`src/design/dbfp_pkg.sv`:
```
//------------------------------------------------------------------------------
// dbfp_pkg
// Shared types, codes and constants of the document bundle frame parser.
//------------------------------------------------------------------------------
`default_nettype none

package dbfp_pkg;

    localparam int BYTE_W              = 8;
    localparam int IN_LEN_W            = 13;
    localparam int ACC_W               = 32;
    localparam int FEP_W               = ACC_W + 1;
    localparam int ROLE_W              = 2;
    localparam int FMT_W               = 2;
    localparam int CFG_IDX_W           = 2;
    localparam int MAX_FRAME_BYTES_DEF = 4096;
    localparam int WORD_BYTES          = 4;
    localparam int LEN_PAIR_BYTES      = 2 * WORD_BYTES;

    // byte roles
    localparam logic [ROLE_W-1:0] ROLE_NONE  = 2'd0;
    localparam logic [ROLE_W-1:0] ROLE_INDEX = 2'd1;
    localparam logic [ROLE_W-1:0] ROLE_BODY  = 2'd2;

    // frame formats
    localparam logic [FMT_W-1:0] FMT_LEGACY  = 2'd0;
    localparam logic [FMT_W-1:0] FMT_V1      = 2'd1;
    localparam logic [FMT_W-1:0] FMT_V2      = 2'd2;
    localparam logic [FMT_W-1:0] FMT_UNKNOWN = 2'd3;

    // configuration register indexes
    localparam logic [CFG_IDX_W-1:0] CFG_LEGACY_MAGIC = 2'd0;
    localparam logic [CFG_IDX_W-1:0] CFG_V1_MAGIC     = 2'd1;
    localparam logic [CFG_IDX_W-1:0] CFG_V2_MAGIC     = 2'd2;

    localparam logic [BYTE_W-1:0] LEGACY_MAGIC_RST = 8'd0;
    localparam logic [BYTE_W-1:0] V1_MAGIC_RST     = 8'd1;
    localparam logic [BYTE_W-1:0] V2_MAGIC_RST     = 8'd2;

    typedef enum logic [3:0] {
        PH_MAGIC = 4'd0,
        PH_VER   = 4'd1,
        PH_ILEN  = 4'd2,
        PH_IDX   = 4'd3,
        PH_BLEN  = 4'd4,
        PH_BODY  = 4'd5,
        PH_PAD   = 4'd6,
        PH_FAIL  = 4'd7,
        PH_LIDX  = 4'd8,
        PH_LREST = 4'd9,
        PH_UNK   = 4'd10
    } t_phase;

    typedef struct packed {
        logic [BYTE_W-1:0] legacy_magic;
        logic [BYTE_W-1:0] v1_magic;
        logic [BYTE_W-1:0] v2_magic;
    } t_cfg;

    typedef struct packed {
        logic [BYTE_W-1:0] out_byte;
        logic [ROLE_W-1:0] byte_role;
        logic              frame_done;
        logic              frame_ok;
        logic [ACC_W-1:0]  frame_ver;
        logic [FMT_W-1:0]  frame_format;
    } t_result;

endpackage

`default_nettype wire

```
`src/design/doc_bundle_frame_parser.sv`:
```
//------------------------------------------------------------------------------
// doc_bundle_frame_parser
// Classifies the bytes of a document bundle frame and reports the verdict.
//
//   channel  direction  handshake                  payload
//   in       input      i_in_valid / o_in_ready    i_frame_byte, i_frame_length
//   out      output     o_out_valid / i_out_ready  o_out_byte, o_byte_role,
//                                                  o_frame_done, o_frame_ok,
//                                                  o_frame_ver, o_frame_format
//   cfg      input      i_cfg_we                   i_cfg_index, i_cfg_data
//
// one word per cycle sustained while the out side is ready; a word accepted into the
// input register moves through one parse step into the result register
// the parse step updates the frame state as a word moves into the result register
// reset is synchronous, active low: parse state and valids are cleared, magics
// return to their defaults
// a stalled out side holds its word; the input register keeps taking words until
// both registers are full
//------------------------------------------------------------------------------
`default_nettype none

module doc_bundle_frame_parser #(
    parameter int MAX_FRAME_BYTES = dbfp_pkg::MAX_FRAME_BYTES_DEF
) (
    input  wire logic                           i_clk,
    input  wire logic                           i_rst_n,
    input  wire logic                           i_in_valid,
    output wire logic                           o_in_ready,
    input  wire logic [dbfp_pkg::BYTE_W-1:0]    i_frame_byte,
    input  wire logic [dbfp_pkg::IN_LEN_W-1:0]  i_frame_length,
    output wire logic                           o_out_valid,
    input  wire logic                           i_out_ready,
    output wire logic [dbfp_pkg::BYTE_W-1:0]    o_out_byte,
    output wire logic [dbfp_pkg::ROLE_W-1:0]    o_byte_role,
    output wire logic                           o_frame_done,
    output wire logic                           o_frame_ok,
    output wire logic [dbfp_pkg::ACC_W-1:0]     o_frame_ver,
    output wire logic [dbfp_pkg::FMT_W-1:0]     o_frame_format,
    input  wire logic                           i_cfg_we,
    input  wire logic [dbfp_pkg::CFG_IDX_W-1:0] i_cfg_index,
    input  wire logic [dbfp_pkg::BYTE_W-1:0]    i_cfg_data
);
    import dbfp_pkg::*;

    logic                r_in_valid;
    logic [BYTE_W-1:0]   r_in_byte;
    logic [IN_LEN_W-1:0] r_in_len;
    logic                r_out_valid;
    t_result             r_out;
    t_result             step_result;
    t_cfg                cfg;
    logic                advance;

    // word moves from the input register to the result register
    assign advance    = r_in_valid & (~r_out_valid | i_out_ready);
    assign o_in_ready = ~r_in_valid | advance;

    dbfp_cfg_regs u_cfg (
        .i_clk       (i_clk),
        .i_rst_n     (i_rst_n),
        .i_cfg_we    (i_cfg_we),
        .i_cfg_index (i_cfg_index),
        .i_cfg_data  (i_cfg_data),
        .o_cfg       (cfg)
    );

    dbfp_parser #(
        .MAX_FRAME_BYTES (MAX_FRAME_BYTES)
    ) u_parser (
        .i_clk    (i_clk),
        .i_rst_n  (i_rst_n),
        .i_step   (advance),
        .i_byte   (r_in_byte),
        .i_len    (r_in_len),
        .i_cfg    (cfg),
        .o_result (step_result)
    );

    always_ff @(posedge i_clk) begin
        if (!i_rst_n) begin
            r_in_valid  <= 1'b0;
            r_out_valid <= 1'b0;
        end else begin
            if (o_in_ready) begin
                r_in_valid <= i_in_valid;
            end
            if (advance) begin
                r_out_valid <= 1'b1;
            end else if (i_out_ready) begin
                r_out_valid <= 1'b0;
            end
        end
    end

    always_ff @(posedge i_clk) begin
        if (o_in_ready && i_in_valid) begin
            r_in_byte <= i_frame_byte;
            r_in_len  <= i_frame_length;
        end
        if (advance) begin
            r_out <= step_result;
        end
    end

    assign o_out_valid    = r_out_valid;
    assign o_out_byte     = r_out.out_byte;
    assign o_byte_role    = r_out.byte_role;
    assign o_frame_done   = r_out.frame_done;
    assign o_frame_ok     = r_out.frame_ok;
    assign o_frame_ver    = r_out.frame_ver;
    assign o_frame_format = r_out.frame_format;

endmodule

`default_nettype wire

```
`src/design/dbfp_cfg_regs.sv`:
```
//------------------------------------------------------------------------------
// dbfp_cfg_regs
// Magic byte registers, written through the plain write port.
//------------------------------------------------------------------------------
`default_nettype none

module dbfp_cfg_regs (
    input  wire logic                           i_clk,
    input  wire logic                           i_rst_n,
    input  wire logic                           i_cfg_we,
    input  wire logic [dbfp_pkg::CFG_IDX_W-1:0] i_cfg_index,
    input  wire logic [dbfp_pkg::BYTE_W-1:0]    i_cfg_data,
    output dbfp_pkg::t_cfg                      o_cfg
);
    import dbfp_pkg::*;

    t_cfg r_cfg;

    always_ff @(posedge i_clk) begin
        if (!i_rst_n) begin
            r_cfg.legacy_magic <= LEGACY_MAGIC_RST;
            r_cfg.v1_magic     <= V1_MAGIC_RST;
            r_cfg.v2_magic     <= V2_MAGIC_RST;
        end else if (i_cfg_we) begin
            case (i_cfg_index)
                CFG_LEGACY_MAGIC: r_cfg.legacy_magic <= i_cfg_data;
                CFG_V1_MAGIC:     r_cfg.v1_magic     <= i_cfg_data;
                CFG_V2_MAGIC:     r_cfg.v2_magic     <= i_cfg_data;
                default: begin
                    // index past the list: ignored
                end
            endcase
        end
    end

    assign o_cfg = r_cfg;

endmodule

`default_nettype wire

```
`src/design/dbfp_parser.sv`:
```
//------------------------------------------------------------------------------
// dbfp_parser
// Parse state machine: classifies one byte per step and tracks field bounds.
//------------------------------------------------------------------------------
`default_nettype none

module dbfp_parser #(
    parameter int MAX_FRAME_BYTES = dbfp_pkg::MAX_FRAME_BYTES_DEF
) (
    input  wire logic                          i_clk,
    input  wire logic                          i_rst_n,
    input  wire logic                          i_step,
    input  wire logic [dbfp_pkg::BYTE_W-1:0]   i_byte,
    input  wire logic [dbfp_pkg::IN_LEN_W-1:0] i_len,
    input  wire dbfp_pkg::t_cfg                i_cfg,
    output dbfp_pkg::t_result                  o_result
);
    import dbfp_pkg::*;

    localparam int PW = $clog2(MAX_FRAME_BYTES);
    localparam int LW = $clog2(MAX_FRAME_BYTES + 1);
    localparam int CW = (LW > IN_LEN_W) ? LW : IN_LEN_W;

    t_phase            r_phase, n_phase;
    logic [PW-1:0]     r_pos, n_pos;
    logic [ACC_W-1:0]  r_acc, n_acc;
    logic [FEP_W-1:0]  r_fep, n_fep;
    logic [ACC_W-1:0]  r_ver, n_ver;
    logic [FMT_W-1:0]  r_fmt, n_fmt;
    logic              r_ok, n_ok;

    logic [CW-1:0]     len_ext;
    logic [LW-1:0]     len_c;
    logic [LW-1:0]     next;
    logic [FEP_W-1:0]  len_w;
    logic [FEP_W-1:0]  next_w;
    logic [ACC_W-1:0]  acc_sh;
    logic [FEP_W-1:0]  sum_w;
    logic              at_end;
    logic              done;
    logic              is_legacy, is_v1, is_v2;

    // clamp length into 1..MAX_FRAME_BYTES
    always_comb begin
        len_ext = CW'(i_len);
        if (len_ext == '0) begin
            len_c = LW'(1);
        end else if (len_ext > CW'(MAX_FRAME_BYTES)) begin
            len_c = LW'(MAX_FRAME_BYTES);
        end else begin
            len_c = LW'(len_ext);
        end
    end

    assign next      = LW'(r_pos) + LW'(1);
    assign len_w     = FEP_W'(len_c);
    assign next_w    = FEP_W'(next);
    assign acc_sh    = {i_byte, r_acc[ACC_W-1:BYTE_W]};
    assign sum_w     = next_w + FEP_W'(acc_sh);
    assign at_end    = next_w >= r_fep;
    assign done      = next >= len_c;
    assign is_legacy = i_byte == i_cfg.legacy_magic;
    assign is_v2     = i_byte == i_cfg.v2_magic;
    assign is_v1     = i_byte == i_cfg.v1_magic;

    // next state and field tracking
    always_comb begin
        n_phase = r_phase;
        n_acc   = r_acc;
        n_fep   = r_fep;
        n_ver   = r_ver;
        n_fmt   = r_fmt;
        n_ok    = r_ok;
        case (r_phase)
            PH_MAGIC: begin
                n_ver = '0;
                n_acc = '0;
                n_ok  = 1'b0;
                if (is_legacy) begin
                    n_fmt   = FMT_LEGACY;
                    n_phase = PH_LIDX;
                    n_ok    = 1'b1;
                end else if (is_v2) begin
                    n_fmt = FMT_V2;
                    if (len_w < next_w + FEP_W'(WORD_BYTES + LEN_PAIR_BYTES)) begin
                        n_phase = PH_FAIL;
                    end else begin
                        n_phase = PH_VER;
                        n_fep   = next_w + FEP_W'(WORD_BYTES);
                    end
                end else if (is_v1) begin
                    n_fmt = FMT_V1;
                    if (len_w < next_w + FEP_W'(LEN_PAIR_BYTES)) begin
                        n_phase = PH_FAIL;
                    end else begin
                        n_phase = PH_ILEN;
                        n_fep   = next_w + FEP_W'(WORD_BYTES);
                    end
                end else begin
                    n_fmt   = FMT_UNKNOWN;
                    n_phase = PH_UNK;
                end
            end
            PH_VER: begin
                n_acc = acc_sh;
                if (at_end) begin
                    n_ver   = acc_sh;
                    n_phase = PH_ILEN;
                    n_fep   = next_w + FEP_W'(WORD_BYTES);
                end
            end
            PH_ILEN: begin
                n_acc = acc_sh;
                if (at_end) begin
                    n_fep = sum_w;
                    if (sum_w > len_w) begin
                        n_phase = PH_FAIL;
                        n_ok    = 1'b0;
                    end else if (acc_sh == '0) begin
                        // empty index: go straight to the body length
                        if (sum_w + FEP_W'(WORD_BYTES) > len_w) begin
                            n_phase = PH_FAIL;
                            n_ok    = 1'b0;
                        end else begin
                            n_phase = PH_BLEN;
                            n_fep   = sum_w + FEP_W'(WORD_BYTES);
                        end
                    end else begin
                        n_phase = PH_IDX;
                    end
                end
            end
            PH_IDX: begin
                if (at_end) begin
                    if (r_fep + FEP_W'(WORD_BYTES) > len_w) begin
                        n_phase = PH_FAIL;
                        n_ok    = 1'b0;
                    end else begin
                        n_phase = PH_BLEN;
                        n_fep   = r_fep + FEP_W'(WORD_BYTES);
                    end
                end
            end
            PH_BLEN: begin
                n_acc = acc_sh;
                if (at_end) begin
                    n_fep = sum_w;
                    if (sum_w > len_w) begin
                        n_phase = PH_FAIL;
                        n_ok    = 1'b0;
                    end else if (acc_sh == '0) begin
                        n_phase = PH_PAD;
                        n_ok    = 1'b1;
                    end else begin
                        n_phase = PH_BODY;
                    end
                end
            end
            PH_BODY: begin
                if (at_end) begin
                    n_phase = PH_PAD;
                    n_ok    = 1'b1;
                end
            end
            PH_LIDX: begin
                if (i_byte == '0) begin
                    n_phase = PH_LREST;
                end
            end
            PH_FAIL: begin
                n_ok = 1'b0;
            end
            default: begin
            end
        endcase
        if (done) begin
            n_phase = PH_MAGIC;
            n_pos   = '0;
        end else begin
            n_pos = PW'(next);
        end
    end

    // result of this step
    always_comb begin
        o_result.out_byte = i_byte;
        case (r_phase)
            PH_MAGIC: o_result.byte_role = (is_legacy || is_v2 || is_v1) ? ROLE_NONE
                                                                         : ROLE_BODY;
            PH_IDX:   o_result.byte_role = ROLE_INDEX;
            PH_BODY:  o_result.byte_role = ROLE_BODY;
            PH_LIDX:  o_result.byte_role = (i_byte != '0) ? ROLE_INDEX : ROLE_NONE;
            PH_UNK:   o_result.byte_role = ROLE_BODY;
            default:  o_result.byte_role = ROLE_NONE;
        endcase
        o_result.frame_done   = done;
        o_result.frame_ok     = done & n_ok;
        o_result.frame_ver    = done ? n_ver : '0;
        o_result.frame_format = n_fmt;
    end

    always_ff @(posedge i_clk) begin
        if (!i_rst_n) begin
            r_phase <= PH_MAGIC;
            r_pos   <= '0;
            r_acc   <= '0;
            r_fep   <= '0;
            r_ver   <= '0;
            r_fmt   <= FMT_LEGACY;
            r_ok    <= 1'b0;
        end else if (i_step) begin
            r_phase <= n_phase;
            r_pos   <= n_pos;
            r_acc   <= n_acc;
            r_fep   <= n_fep;
            r_ver   <= n_ver;
            r_fmt   <= n_fmt;
            r_ok    <= n_ok;
        end
    end

endmodule

`default_nettype wire

```
`config.mk`:
```
export PLATFORM = sky130hd
export DESIGN_NAME = doc_bundle_frame_parser
export DESIGN_NICKNAME = d
export VERILOG_FILES = /design/src/design/dbfp_pkg.sv /design/src/design/doc_bundle_frame_parser.sv /design/src/design/dbfp_cfg_regs.sv /design/src/design/dbfp_parser.sv
export SDC_FILE = /design/constraint.sdc
export NUM_CORES = 1
export LEC_CHECK = 0
export BUFFER_PORTS_ARGS = -buffer_cell sky130_fd_sc_hd__buf_4
export CAP_MARGIN = 10
export CORE_MARGIN = 3
export CORE_UTILIZATION = 45
export DETAILED_ROUTE_END_ITERATION = 10
export PLACE_DENSITY = 0.69
export SLEW_MARGIN = 30
export SYNTH_ARGS = -nofsm -noshare
export SYNTH_HDL_FRONTEND = slang
export SYNTH_HIERARCHICAL = 1
export SYNTH_SLANG_ARGS = --single-unit
```
`constraint.sdc`:
```
create_clock -name i_clk -period 7.6 [get_ports i_clk]
set_input_delay 1.9 -clock i_clk [delete_from_list [all_inputs] [get_ports i_clk]]
set_output_delay 1.9 -clock i_clk [all_outputs]
set_load 0.005 [all_outputs]
```
Word-level counts from Yosys, hierarchy flattened
Index checks and enable logic that the tools add are counted.
- input bits: 36
- word-level logic and storage cells: 150
- register bits after elaboration: 209
- bitwise gates (word level): 6
- muxes and demuxes: 60
- equality and inequality tests: 28
- $add $sub $neg: 7
- reductions and logical operators: 21
- order comparisons: 8
- operator list (cell ; count):
    $mux 33 ; 13
    $pmux 33 s5 ; 1
    $pmux 32 s2 ; 2
    $gt 33x13->1 ; 3
    $add 33x3->33 const B ; 2
    $lt 13x33->1 ; 2
    $mux 4 ; 12
    $add 13x32->33 ; 1
    $ge 13x33->1 ; 1
    $logic_not 32->1 ; 1
    $mux 32 ; 1
    $add 13x4->14 const B ; 2
    $pmux 4 s7 ; 1
    $mux 13 ; 2
    $eq 8x8->1 ; 3
    $ne 3x1->1 const B ; 7
    $mux 2 ; 8
    $reduce_bool 8->1 ; 2
    $add 13x3->14 const B ; 1
    $mux 1 ; 14
    $add 12x1->13 const B ; 1
    $ge 13x13->1 ; 1
    $gt 13x13->1 const B ; 1
    $logic_not 13->1 ; 1
    29 further kinds ; 47

Logic depth before layout (Yosys ltp)
Gate-level depths: netlist (run 1).
- word-level depth: 10
- mapped depth: 26
- mapped depth without buffers: 24

Hierarchy
Netlist (run 1), hierarchy kept.
- by module, submodules not included (module ; cells each ; area an instance (um^2) ; instances):
    dbfp_parser ; 1395 ; 10601.4 ; 1
    doc_bundle_frame_parser ; 76 ; 2115.8 ; 1
    dbfp_cfg_regs ; 91 ; 915.9 ; 1

Worst setup path before layout (run 1)
No wires, ideal clock.
- kind: input to register
- start: input port i_out_ready
- end: register u_parser.r_fep[30]
- setup slack: 2.084 ns
- arrival: 5.399 ns
- path buffers: 1
- library setup time: 0.117 ns
- data required time: 7.483 ns
- stages: 7
- path through: nor2b_4 -> nor2b_1 -> nor2b_1 -> o21ai_1 -> or2_2 -> clkbuf_1 -> a32o_1
- longest elaborated chain between the ends: 3
- ends and longest elaborated chain (item ; RTL line ; RTL):
    from (decl) ; doc_bundle_frame_parser.sv:32 ; input wire logic i_out_ready,
    $or 1x1->1 ; doc_bundle_frame_parser.sv:55 ; assign advance = r_in_valid & (~r_out_valid | i_out_ready);
    $and 1x1->1 ; doc_bundle_frame_parser.sv:55 ;
    named net advance ; doc_bundle_frame_parser.sv:52 ; logic advance;
    $reduce_and 11->1 (no line) ; - ;
    to (signal assigned) ; dbfp_parser.sv:215 ; r_fep <= n_fep;
    to (decl) ; dbfp_parser.sv:27 ; logic [FEP_W-1:0] r_fep, n_fep;
The timed path passes the listed nets, and every way through them passes these cells.
A chain may end at the register's enable or synchronous reset.

Worst setup path after layout (run 1)
- start: register u_parser.r_pos[0]
- end: register u_parser.r_fep[17]
- longest elaborated chain between the ends: 9
- elaborated cells between the ends (all ways): 23
- those cells by class: add/sub: 5; order compare: 5; eq/ne: 6; mux: 6; reduce/logical: 1
- ends and longest elaborated chain (item ; RTL line ; RTL):
    from (decl) ; dbfp_parser.sv:25 ; logic [PW-1:0] r_pos, n_pos;
    from (signal assigned) ; dbfp_parser.sv:213 ; r_pos <= n_pos;
    $add 12x1->13 * ; dbfp_parser.sv:55 ; assign next = LW'(r_pos) + LW'(1);
    $add 13x32->33 ; dbfp_parser.sv:59 ; assign sum_w = next_w + FEP_W'(acc_sh);
    $add 33x3->33 ; dbfp_parser.sv:121, dbfp_parser.sv:126 ;
    $gt 33x13->1 ; dbfp_parser.sv:121 ; if (sum_w + FEP_W'(WORD_BYTES) > len_w) begin
    $mux 33 ; dbfp_parser.sv:121 ;
    $mux 33 ; dbfp_parser.sv:119 ; end else if (acc_sh == '0) begin
    $mux 33 ; dbfp_parser.sv:116 ; if (sum_w > len_w) begin
    $mux 33 ; dbfp_parser.sv:114 ; if (at_end) begin
    $pmux 33 s5 ; dbfp_parser.sv:74 ; case (r_phase)
Mark *: on every way between the ends. The rest lies on a longest branch, timed or not. The select of a mux whose other input is x is not followed.

==> flow_summary.rst, run 1 <==
.. list-table::
   :header-rows: 1

   * - Metric
     - Value
   * - CP startpoint kind
     - flop
   * - Gp weighted congestion
     - 1.00
   * - # fillers
     - 2734
   * - Net count after synthesis
     - about 1700
   * - Outcome
     - completed
   * - Sum Neg Setup Slack
     - 0 ps
   * - Switching part of the total
     - 30.6%
   * - GRT Residual Overflow
     - 0
   * - FFs w/ async S/R, synth
     - 0%
   * - I/O Pins
     - 84
   * - Area of the core region
     - 0.0297 sq mm
   * - Die ar.
     - ~0.032 sq mm
   * - Max_cap viols
     - 0
   * - Share of cells above drive strength 1
     - between 10% and 20%
   * - Initial antenna violation count
     - 0
   * - Floorplan row count
     - 63
   * - Wirelength per Cell
     - 20.7 microns
   * - Post-Synthesis Cells
     - approximately 1600
   * - Share of total power in combinational logic
     - between 10% and 20%
   * - Area leader, netlist
     - sky130_fd_sc_hd__dfxtp_1
   * - Clock input transition at the sequential cells of the worst setup and hold paths
     - around 60 ps
   * - Number of global-route vias before repair
     - between 10000 and 15000
   * - Drt pass-1 iters
     - 6
   * - Horizontal die dimension
     - ~180 microns
   * - Clock latency at the later pin of the worst-skew pair
     - about 540 ps
   * - Worst path arrival time
     - slightly below 7000 ps
   * - Post-route ant nets
     - 0
   * - Register bit total from synthesis
     - 201
   * - Post-synthesis to final-layout area growth
     - 11.4%
   * - Via count
     - 12200
   * - Clock tree root buffer cell
     - sky130_fd_sc_hd__clkbuf_16
   * - Post-cts sizing count
     - 0
   * - Unrepaired setup endpoints after global routing
     - no
   * - Cells taking the most area after synthesis
     - sky130_fd_sc_hd__dfxtp_1 (20%), sky130_fd_sc_hd__edfxtp_1 (15%), sky130_fd_sc_hd__ha_1 (9.9%), sky130_fd_sc_hd__xnor2_1 (5.2%), sky130_fd_sc_hd__a22oi_1 (5.0%)
   * - Clk_skew
     - approximately 13 ps
   * - Required time of the critical path
     - around 8100 ps
   * - CTS HTree Levels
     - 1
   * - Portion of the post-synthesis area used by sequential elements
     - around 34%
   * - Number of DRC markers after the initial detailed-route iteration
     - ~1100
   * - Post-CTS setup-driven buffer insertion count
     - 0
   * - Reg-to-reg slack, setup
     - 1140 ps
   * - Final count of negative-setup-slack endpoints
     - 0
   * - Ys flop type
     - sky130_fd_sc_hd__dfxtp_1
   * - CTS buffer count
     - 23
   * - Diodes inserted
     - 0
   * - Hold path endpoint
     - u_cfg/o_cfg[10]$_SDFFE_PN0P_
   * - Die extent in y
     - between 150 and 200 microns
   * - R2R cell count
     - 22
   * - GRT Total Usage
     - roughly a quarter
   * - Max VDD drop
     - ~200 uV
   * - End of the worst register-to-register path
     - u_parser/r_fep[17]$_SDFFE_PN0P_
   * - Post-synth design cell area
     - ~0.014 sq mm
   * - Number of flops mapped to enable cells by yosys
     - 67
   * - Register Area
     - between 0.004 and 0.005 sq mm
   * - Remaining routing DRC violations
     - 0
   * - Global-route wire length before repair
     - ~64000 microns
   * - Worst hold path startpoint
     - u_cfg/o_cfg[10]$_SDFFE_PN0P_
   * - Slew margin rel.
     - roughly two fifths
   * - Leakage Power
     - slightly below 6 nW
   * - Number of unique standard cell types used by synthesis
     - about 100
   * - Pin count of the biggest net entering global routing
     - 64
   * - Yosys top cell area share
     - between 15 and 20%
   * - Reg2Reg Launch Point
     - u_parser/r_pos[0]$_SDFFE_PN0P_
   * - Class of the worst hold path
     - reg2reg
   * - Type of element capturing the critical path
     - flop
   * - Non-Filler Cell Area, Final
     - 0.0152 sq mm
   * - Multi-input gate area in the final layout
     - roughly 0.0083 sq mm
   * - Number of cells traversed by the worst hold path
     - 2
   * - Worst-Margin Slew
     - ~880 ps
   * - Number of hold-slack violations in the final timing report
     - 0
   * - Register share of total power
     - 43.6%
   * - TritonCTS clock tree
     - built
   * - Fin crit share
     - between 80% and 90%
   * - Internal cell power
     - slightly below 2 mW
   * - Clk buf depth
     - 3
   * - Detail-routed via count per cell
     - approximately 6.1
   * - Power per Cell Area
     - around 180 mW/mm^2
   * - Crit path kind
     - reg2reg
   * - Max-slew violation count
     - 0
   * - Synthesized area per cell
     - just under 9 sq um
   * - Minimum period implied by the final worst setup slack
     - between 6000 and 7000 ps
   * - CTS Sinks
     - about 200
   * - Maximum frequency from static timing analysis
     - roughly 150 MHz
   * - Port buffer count
     - 83
   * - Worst-path fanout max
     - 10
   * - Final net count
     - around 1700
   * - Post-DP Area
     - between 0.01 and 0.015 sq mm
   * - Net switching component of the power
     - 0.848 mW
   * - Starting Density
     - between 40% and 50%
   * - Synthesis warning total
     - 6
   * - Origin of the worst setup path
     - u_parser/r_pos[0]$_SDFFE_PN0P_
   * - WL final
     - ~41000 microns
   * - Number of hold buffers added after CTS
     - 0
   * - Share of power burned in the clock network
     - between 30 and 40%
   * - Detailed-placement wirelength estimate
     - 30900 microns
## per-stage QoR
stage	hold slack (ps)	instances	utilization, %	setup WS [ps]	total power, mW
finish	470	1996	51.1	1140	2.77
global placement	459	1954	48.7	1390	1.70
detailed placement	465	1954	48.7	1270	1.71
global route	503	1996	51.1	725	2.88
CTS	474	1996	51.1	1240	2.78
floorplan	448	1562	-	2080	1.54
## critical path, cell delays in order, from the launching register on
cell                       delay [ps]
sky130_fd_sc_hd__dfxtp_1          490
sky130_fd_sc_hd__ha_1             290
sky130_fd_sc_hd__nand2_1          100
sky130_fd_sc_hd__nor2_1           250
sky130_fd_sc_hd__xnor2_1          350
sky130_fd_sc_hd__inv_1            290
sky130_fd_sc_hd__ha_1             510
sky130_fd_sc_hd__a21oi_1          390
sky130_fd_sc_hd__a21oi_1          140
sky130_fd_sc_hd__a211oi_2         650
sky130_fd_sc_hd__inv_1            220
sky130_fd_sc_hd__xnor2_1          180
sky130_fd_sc_hd__ha_1             350
sky130_fd_sc_hd__nand4_1          130
sky130_fd_sc_hd__a21oi_1          160
sky130_fd_sc_hd__o21bai_1          90
sky130_fd_sc_hd__a21oi_1          360
sky130_fd_sc_hd__nor4_2           100
sky130_fd_sc_hd__a31oi_4          300
sky130_fd_sc_hd__nor2_4           110
sky130_fd_sc_hd__o21ai_4          290
sky130_fd_sc_hd__and3_1           450
sky130_fd_sc_hd__a22o_1           190
## sequential cells by signal, indices dropped and copies added, names as in the netlist, 2 cells and up
register,count
o_byte_role,2
o_frame_format,2
o_frame_ver,32
o_out_byte,8
r_in_byte,8
r_in_len,13
u_cfg/o_cfg,24
u_parser/r_acc,24
u_parser/r_fep,33
u_parser/r_fmt,2
u_parser/r_phase,4
u_parser/r_pos,12
u_parser/r_ver,32
## per-layer routing
layer,GRT usage (%),part of all wire [%],vias to the layer above
met2,38.6,45,496
li1,-,-,5816
met1,34.7,45,5844
met3,3.19,7.5,81
met5,0,0,-
met4,8.04,3.2,0
## cell families after synthesis
group,count (synthesis),share of synthesized area [%]
AOI/OAI and AO/OA,395,20.9
xor gates and xnor gates,104,6.85
adders and majority gates,109,10.1
buffers and inverters,163,4.92
DFF,201,34.4
muxes,25,1.84
and+or+nand+nor,565,21.0
## power groups by stage
stage          registers, mW  logic, mW  clock network, mW
6_report                1.21      0.492               1.07
5_1_grt                 1.21      0.532               1.13
4_1_cts                 1.21      0.484               1.09
3_5_place_dp            1.23      0.481                  0
3_3_place_gp            1.23      0.474                  0
2_1_floorplan           1.20      0.343                  0
## cell usage in the layout (no fill, tap or decap), drive strengths merged, types with 22 or more instances in the layout
cell	count
nand2	128
buf	98
o21ai	60
dfxtp	134
clkbuf	29
inv	66
nand3	56
nor2	174
xnor2	84
a21oi	78
nor4	35
mux2i	24
ha	108
a21o	22
a22oi	91
edfxtp	67
nand4	44
nor3	28
## worst max path at each step
stage	to	cells past startpoint
after detailed placement	u_parser/r_fep[17]$_SDFFE_PN0P_	22
after global routing	u_parser/r_fep[25]$_SDFFE_PN0P_	24
after global placement	u_parser/r_fep[32]$_SDFFE_PN0P_	24
after floorplan	u_parser/r_fep[30]$_SDFFE_PN0P_	7
after CTS	u_parser/r_fep[31]$_SDFFE_PN0P_	24
final	u_parser/r_fep[17]$_SDFFE_PN0P_	22
## Yosys cell counts, types with 4 or more instances
library cell	instances
sky130_fd_sc_hd__a211o_1	5
sky130_fd_sc_hd__a211oi_1	17
sky130_fd_sc_hd__a21o_1	22
sky130_fd_sc_hd__a21oi_1	76
sky130_fd_sc_hd__a221oi_1	5
sky130_fd_sc_hd__a22o_1	9
sky130_fd_sc_hd__a22oi_1	91
sky130_fd_sc_hd__a311o_1	4
sky130_fd_sc_hd__a31oi_1	14
sky130_fd_sc_hd__a41oi_1	4
sky130_fd_sc_hd__and2_1	14
sky130_fd_sc_hd__and3_1	18
sky130_fd_sc_hd__and4_1	7
sky130_fd_sc_hd__buf_1	5
sky130_fd_sc_hd__buf_2	11
sky130_fd_sc_hd__buf_4	10
sky130_fd_sc_hd__clkbuf_1	69
sky130_fd_sc_hd__dfxtp_1	134
sky130_fd_sc_hd__edfxtp_1	67
sky130_fd_sc_hd__ha_1	108
sky130_fd_sc_hd__inv_1	65
sky130_fd_sc_hd__mux2i_1	24
sky130_fd_sc_hd__nand2_1	128
sky130_fd_sc_hd__nand2b_1	18
sky130_fd_sc_hd__nand3_1	54
sky130_fd_sc_hd__nand4_1	43
sky130_fd_sc_hd__nor2_1	172
sky130_fd_sc_hd__nor2b_1	6
sky130_fd_sc_hd__nor3_1	28
sky130_fd_sc_hd__nor3b_1	5
sky130_fd_sc_hd__nor4_1	30
sky130_fd_sc_hd__o2111ai_1	4
sky130_fd_sc_hd__o211ai_1	7
sky130_fd_sc_hd__o21a_1	10
sky130_fd_sc_hd__o21ai_0	53
sky130_fd_sc_hd__o21ai_1	5
sky130_fd_sc_hd__o21bai_1	4
sky130_fd_sc_hd__o31a_1	4
sky130_fd_sc_hd__o31ai_1	6
sky130_fd_sc_hd__or2_2	6
sky130_fd_sc_hd__xnor2_1	81
sky130_fd_sc_hd__xor2_1	20
## layout make-up
type	instances	area share (%)
well taps	390	3.21
multi-input cells	1198	54.7
flip-flops and latches	201	30.9
inverters	67	1.66
repair buffers	98	4.84
clock buffers	29	4.00
clock inverters	13	0.684
Note: power is estimated with default switching activity, not from simulation.
==> inputs of run 2 (changes only) <==
Settings changed: PLACE_DENSITY 0.69 to not set, PLACE_DENSITY_LB_ADDON set to 0.1, SLEW_MARGIN 30 to 20.
==> flow_summary.rst, run 2 (synthesized netlist as in run 1, its figures left out) <==
.. list-table::
   :header-rows: 1

   * - Metric
     - Value
   * - Outcome
     - completed (unchanged)
   * - CTS Sinks
     - 201 (unchanged)
   * - Clock tree root buffer cell
     - sky130_fd_sc_hd__clkbuf_16 (unchanged)
   * - Die ar.
     - 0.0324 sq mm (unchanged)
   * - Wirelength per Cell
     - 21.6 microns (was 20.7 microns)
   * - Max VDD drop
     - 141 uV (was 196 uV)
   * - Register name with the most flops
     - u_parser/r_fep (unchanged)
   * - Most used cells in the layout excluding fill and tap cells
     - sky130_fd_sc_hd__nor2_1 (172), sky130_fd_sc_hd__dfxtp_1 (134), sky130_fd_sc_hd__nand2_1 (127), sky130_fd_sc_hd__ha_1 (108), sky130_fd_sc_hd__buf_4 (102) (was sky130_fd_sc_hd__nor2_1 (172), sky130_fd_sc_hd__dfxtp_1 (134), sky130_fd_sc_hd__nand2_1 (127), sky130_fd_sc_hd__ha_1 (108), sky130_fd_sc_hd__buf_4 (98))
   * - End of the worst register-to-register path
     - u_parser/r_fep[25]$_SDFFE_PN0P_ (was u_parser/r_fep[17]$_SDFFE_PN0P_)
   * - R2R cell count
     - 23 (was 22)
   * - Most common cell after layout, fill and taps aside
     - sky130_fd_sc_hd__nor2_1 (unchanged)
   * - Clk_skew
     - 15.8 ps (was 13.0 ps)
   * - Post-CTS setup-driven buffer insertion count
     - 0 (unchanged)
   * - Number of global-route vias before repair
     - 11500 (was 11600)
   * - Utilization after layout
     - 51.4% (was 51.1%)
   * - I/O Pins
     - 84 (unchanged)
   * - Max_cap viols
     - 0 (unchanged)
   * - Post-route ant nets
     - 0 (unchanged)
   * - Number of DRC markers after the initial detailed-route iteration
     - 1249 (was 1101)
   * - Reg2Reg Launch Point
     - u_parser/r_pos[0]$_SDFFE_PN0P_ (unchanged)
   * - Clk buf depth
     - 3 (unchanged)
   * - Critical-path cell list
     - ha_1 > nand2_1 > nor2_1 > xnor2_1 > inv_1 > ha_1 > a21oi_1 > o21ai_1 > a22oi_1 > nand4_1 > nor4_4 > nand2_1 > xnor2_1 > ha_1 > nand4_1 > o21bai_1 > a21oi_1 > nor4_2 > a31oi_4 > nor2_4 > o21ai_4 > nand3_1 > o21ai_0 (was ha_1 > nand2_1 > nor2_1 > xnor2_1 > inv_1 > ha_1 > a21oi_1 > a21oi_1 > a211oi_2 > inv_1 > xnor2_1 > ha_1 > nand4_1 > a21oi_1 > o21bai_1 > a21oi_1 > nor4_2 > a31oi_4 > nor2_4 > o21ai_4 > and3_1 > a22o_1)
   * - Unrepaired setup endpoints after global routing
     - no (unchanged)
   * - Class of the worst hold path
     - reg2reg (unchanged)
   * - Drt pass-1 iters
     - 5 (was 6)
   * - Reg-to-reg slack, setup
     - 1000 ps (was 1140 ps)
   * - Crit path kind
     - reg2reg (unchanged)
   * - GRT Total Usage
     - 25.8% (was 24.4%)
   * - Power per Cell Area
     - 185 mW/mm^2 (was 182 mW/mm^2)
   * - Number of hold-slack violations in the final timing report
     - 0 (unchanged)
   * - Minimum period implied by the final worst setup slack
     - 6600 ps (was 6460 ps)
   * - Detailed-placement wirelength estimate
     - 32000 microns (was 30900 microns)
   * - Cell type with the highest occurrence count on the critical path
     - sky130_fd_sc_hd__ha_1 (was sky130_fd_sc_hd__a21oi_1)
   * - Final net count
     - 1739 (was 1734)
   * - Slew margin rel.
     - 39.4% (was 40.9%)
   * - Post-cts sizing count
     - 0 (unchanged)
   * - Post-synthesis to final-layout area growth
     - 12.1% (was 11.4%)
   * - Remaining routing DRC violations
     - 0 (unchanged)
   * - GRT Residual Overflow
     - 0 (unchanged)
   * - Clock input transition at the sequential cells of the worst setup and hold paths
     - 60 ps (about the same)
   * - Destination of the critical timing path
     - u_parser/r_fep[25]$_SDFFE_PN0P_ (was u_parser/r_fep[17]$_SDFFE_PN0P_)
   * - Final count of negative-setup-slack endpoints
     - 0 (unchanged)
   * - Maximum frequency from static timing analysis
     - 152 MHz (was 155 MHz)
   * - Master of the slowest instance on the critical path
     - sky130_fd_sc_hd__dfxtp_1 (was sky130_fd_sc_hd__a211oi_2)
   * - Crit path depth
     - 23 (was 22)
   * - Diodes inserted
     - 0 (unchanged)
   * - Cell family with most CP delay
     - compound AO/OA/AOI/OAI gates (unchanged)
   * - TritonCTS clock tree
     - built (unchanged)
   * - Initial antenna violation count
     - 0 (unchanged)
   * - Floorplan row count
     - 63 (unchanged)
   * - Fin crit share
     - 86.8% (was 85.0%)
   * - Pin count of the biggest net entering global routing
     - 64 (unchanged)
   * - CP startpoint kind
     - flop (unchanged)
   * - Detail-routed via count per cell
     - 6.13 (about the same)
   * - Max-slew violation count
     - 0 (unchanged)
   * - Gp weighted congestion
     - 0.951 (was 1.00)
   * - Origin of the worst setup path
     - u_parser/r_pos[0]$_SDFFE_PN0P_ (unchanged)
   * - Worst path arrival time
     - 7040 ps (was 6940 ps)
   * - Count of buffering cells on the critical path with inverters included
     - 1 (was 2)
   * - Type of element capturing the critical path
     - flop (unchanged)
   * - Share of cells above drive strength 1
     - 11.4% (was 11.1%)
   * - Leakage Power
     - 5.97 nW (was 5.91 nW)
   * - Starting Density
     - 45.9% (unchanged)
   * - Worst-Margin Slew
     - 906 ps (was 883 ps)
   * - Via count
     - 12300 (was 12200)
   * - Number of flip-flops in the largest register
     - 33 (unchanged)
   * - Horizontal die dimension
     - 180 microns (unchanged)
   * - Global-route wire length before repair
     - 67400 microns (was 64500 microns)
   * - WL final
     - 43300 microns (was 41400 microns)
   * - Area of the core region
     - 0.0297 sq mm (unchanged)
   * - Die extent in y
     - 180 microns (unchanged)
   * - Number of hold buffers added after CTS
     - 0 (unchanged)
   * - Worst-path fanout max
     - 10 (unchanged)
   * - Port buffer count
     - 83 (unchanged)
   * - Sum Neg Setup Slack
     - 0 ps (unchanged)
   * - Clock latency at the later pin of the worst-skew pair
     - 540 ps (about the same)
   * - CTS HTree Levels
     - 1 (unchanged)
   * - CTS buffer count
     - 24 (was 23)
   * - Required time of the critical path
     - 8040 ps (was 8080 ps)
   * - Worst hold path startpoint
     - u_cfg/o_cfg[9]$_SDFFE_PN0P_ (was u_cfg/o_cfg[10]$_SDFFE_PN0P_)
   * - Critical path's largest stage delay
     - 520 ps (was 650 ps)
-- run 2: cell type report --
class	count	area [sq um]
fill	2773	14400
inverter	67	251
timing repair buffer	102	766
multi-input combinational	1198	8310
clock buffer	31	679
clock inverter	13	98.8
tap	390	488
sequential	201	4690
-- run 2: tightest hold or removal path, stage by stage, from the launching register on --
cell and delay [ps]:
sky130_fd_sc_hd__dfxtp_1 310, sky130_fd_sc_hd__nand2_1 60, sky130_fd_sc_hd__mux2i_1 50
-- run 2: report_power, final --
group	internal (mW)	leakage, nW	switching (mW)
Sequential	1.15	1.73	0.0586
Combinational	0.171	3.86	0.322
Clock	0.664	0.377	0.464
-- run 2: metrics by stage --
| step | instance area (sq um) | cells | setup WS (ps) | hold slack [ps] | power (mW) |
|---|---|---|---|---|---|
| 6_report | 15300 | 2002 | 1000 | 470 | 2.83 |
| 5_1_grt | 15300 | 2002 | 661 | 487 | 2.96 |
| 4_1_cts | 15300 | 2002 | 1120 | 474 | 2.86 |
| 2_1_floorplan | 13600 | 1562 | 2080 | 448 | 1.54 |
| 3_5_place_dp | 14500 | 1958 | 1160 | 464 | 1.72 |
| 3_3_place_gp | 14500 | 1958 | 1320 | 457 | 1.72 |
-- run 2: worst min path at each step --
stage	end	slack (ps)	cells past startpoint
after floorplan	u_cfg/o_cfg[10]$_SDFFE_PN0P_	450	2
after global placement	u_cfg/o_cfg[14]$_SDFFE_PN0P_	460	2
after detailed placement	u_cfg/o_cfg[9]$_SDFFE_PN0P_	460	2
after CTS	u_cfg/o_cfg[9]$_SDFFE_PN0P_	470	2
after global routing	u_cfg/o_cfg[10]$_SDFFE_PN0P_	490	2
final	u_cfg/o_cfg[9]$_SDFFE_PN0P_	470	2
-- run 2: layer usage --
layer / vias up / wire [microns] / track usage (%)
li1: 5835 / - / -
met1: 5902 / 20400 / 39.1
met2: 462 / 19000 / 39.3
met3: 67 / 2810 / 2.73
met4: 0 / 1110 / 6.45
met5: - / 0 / 0
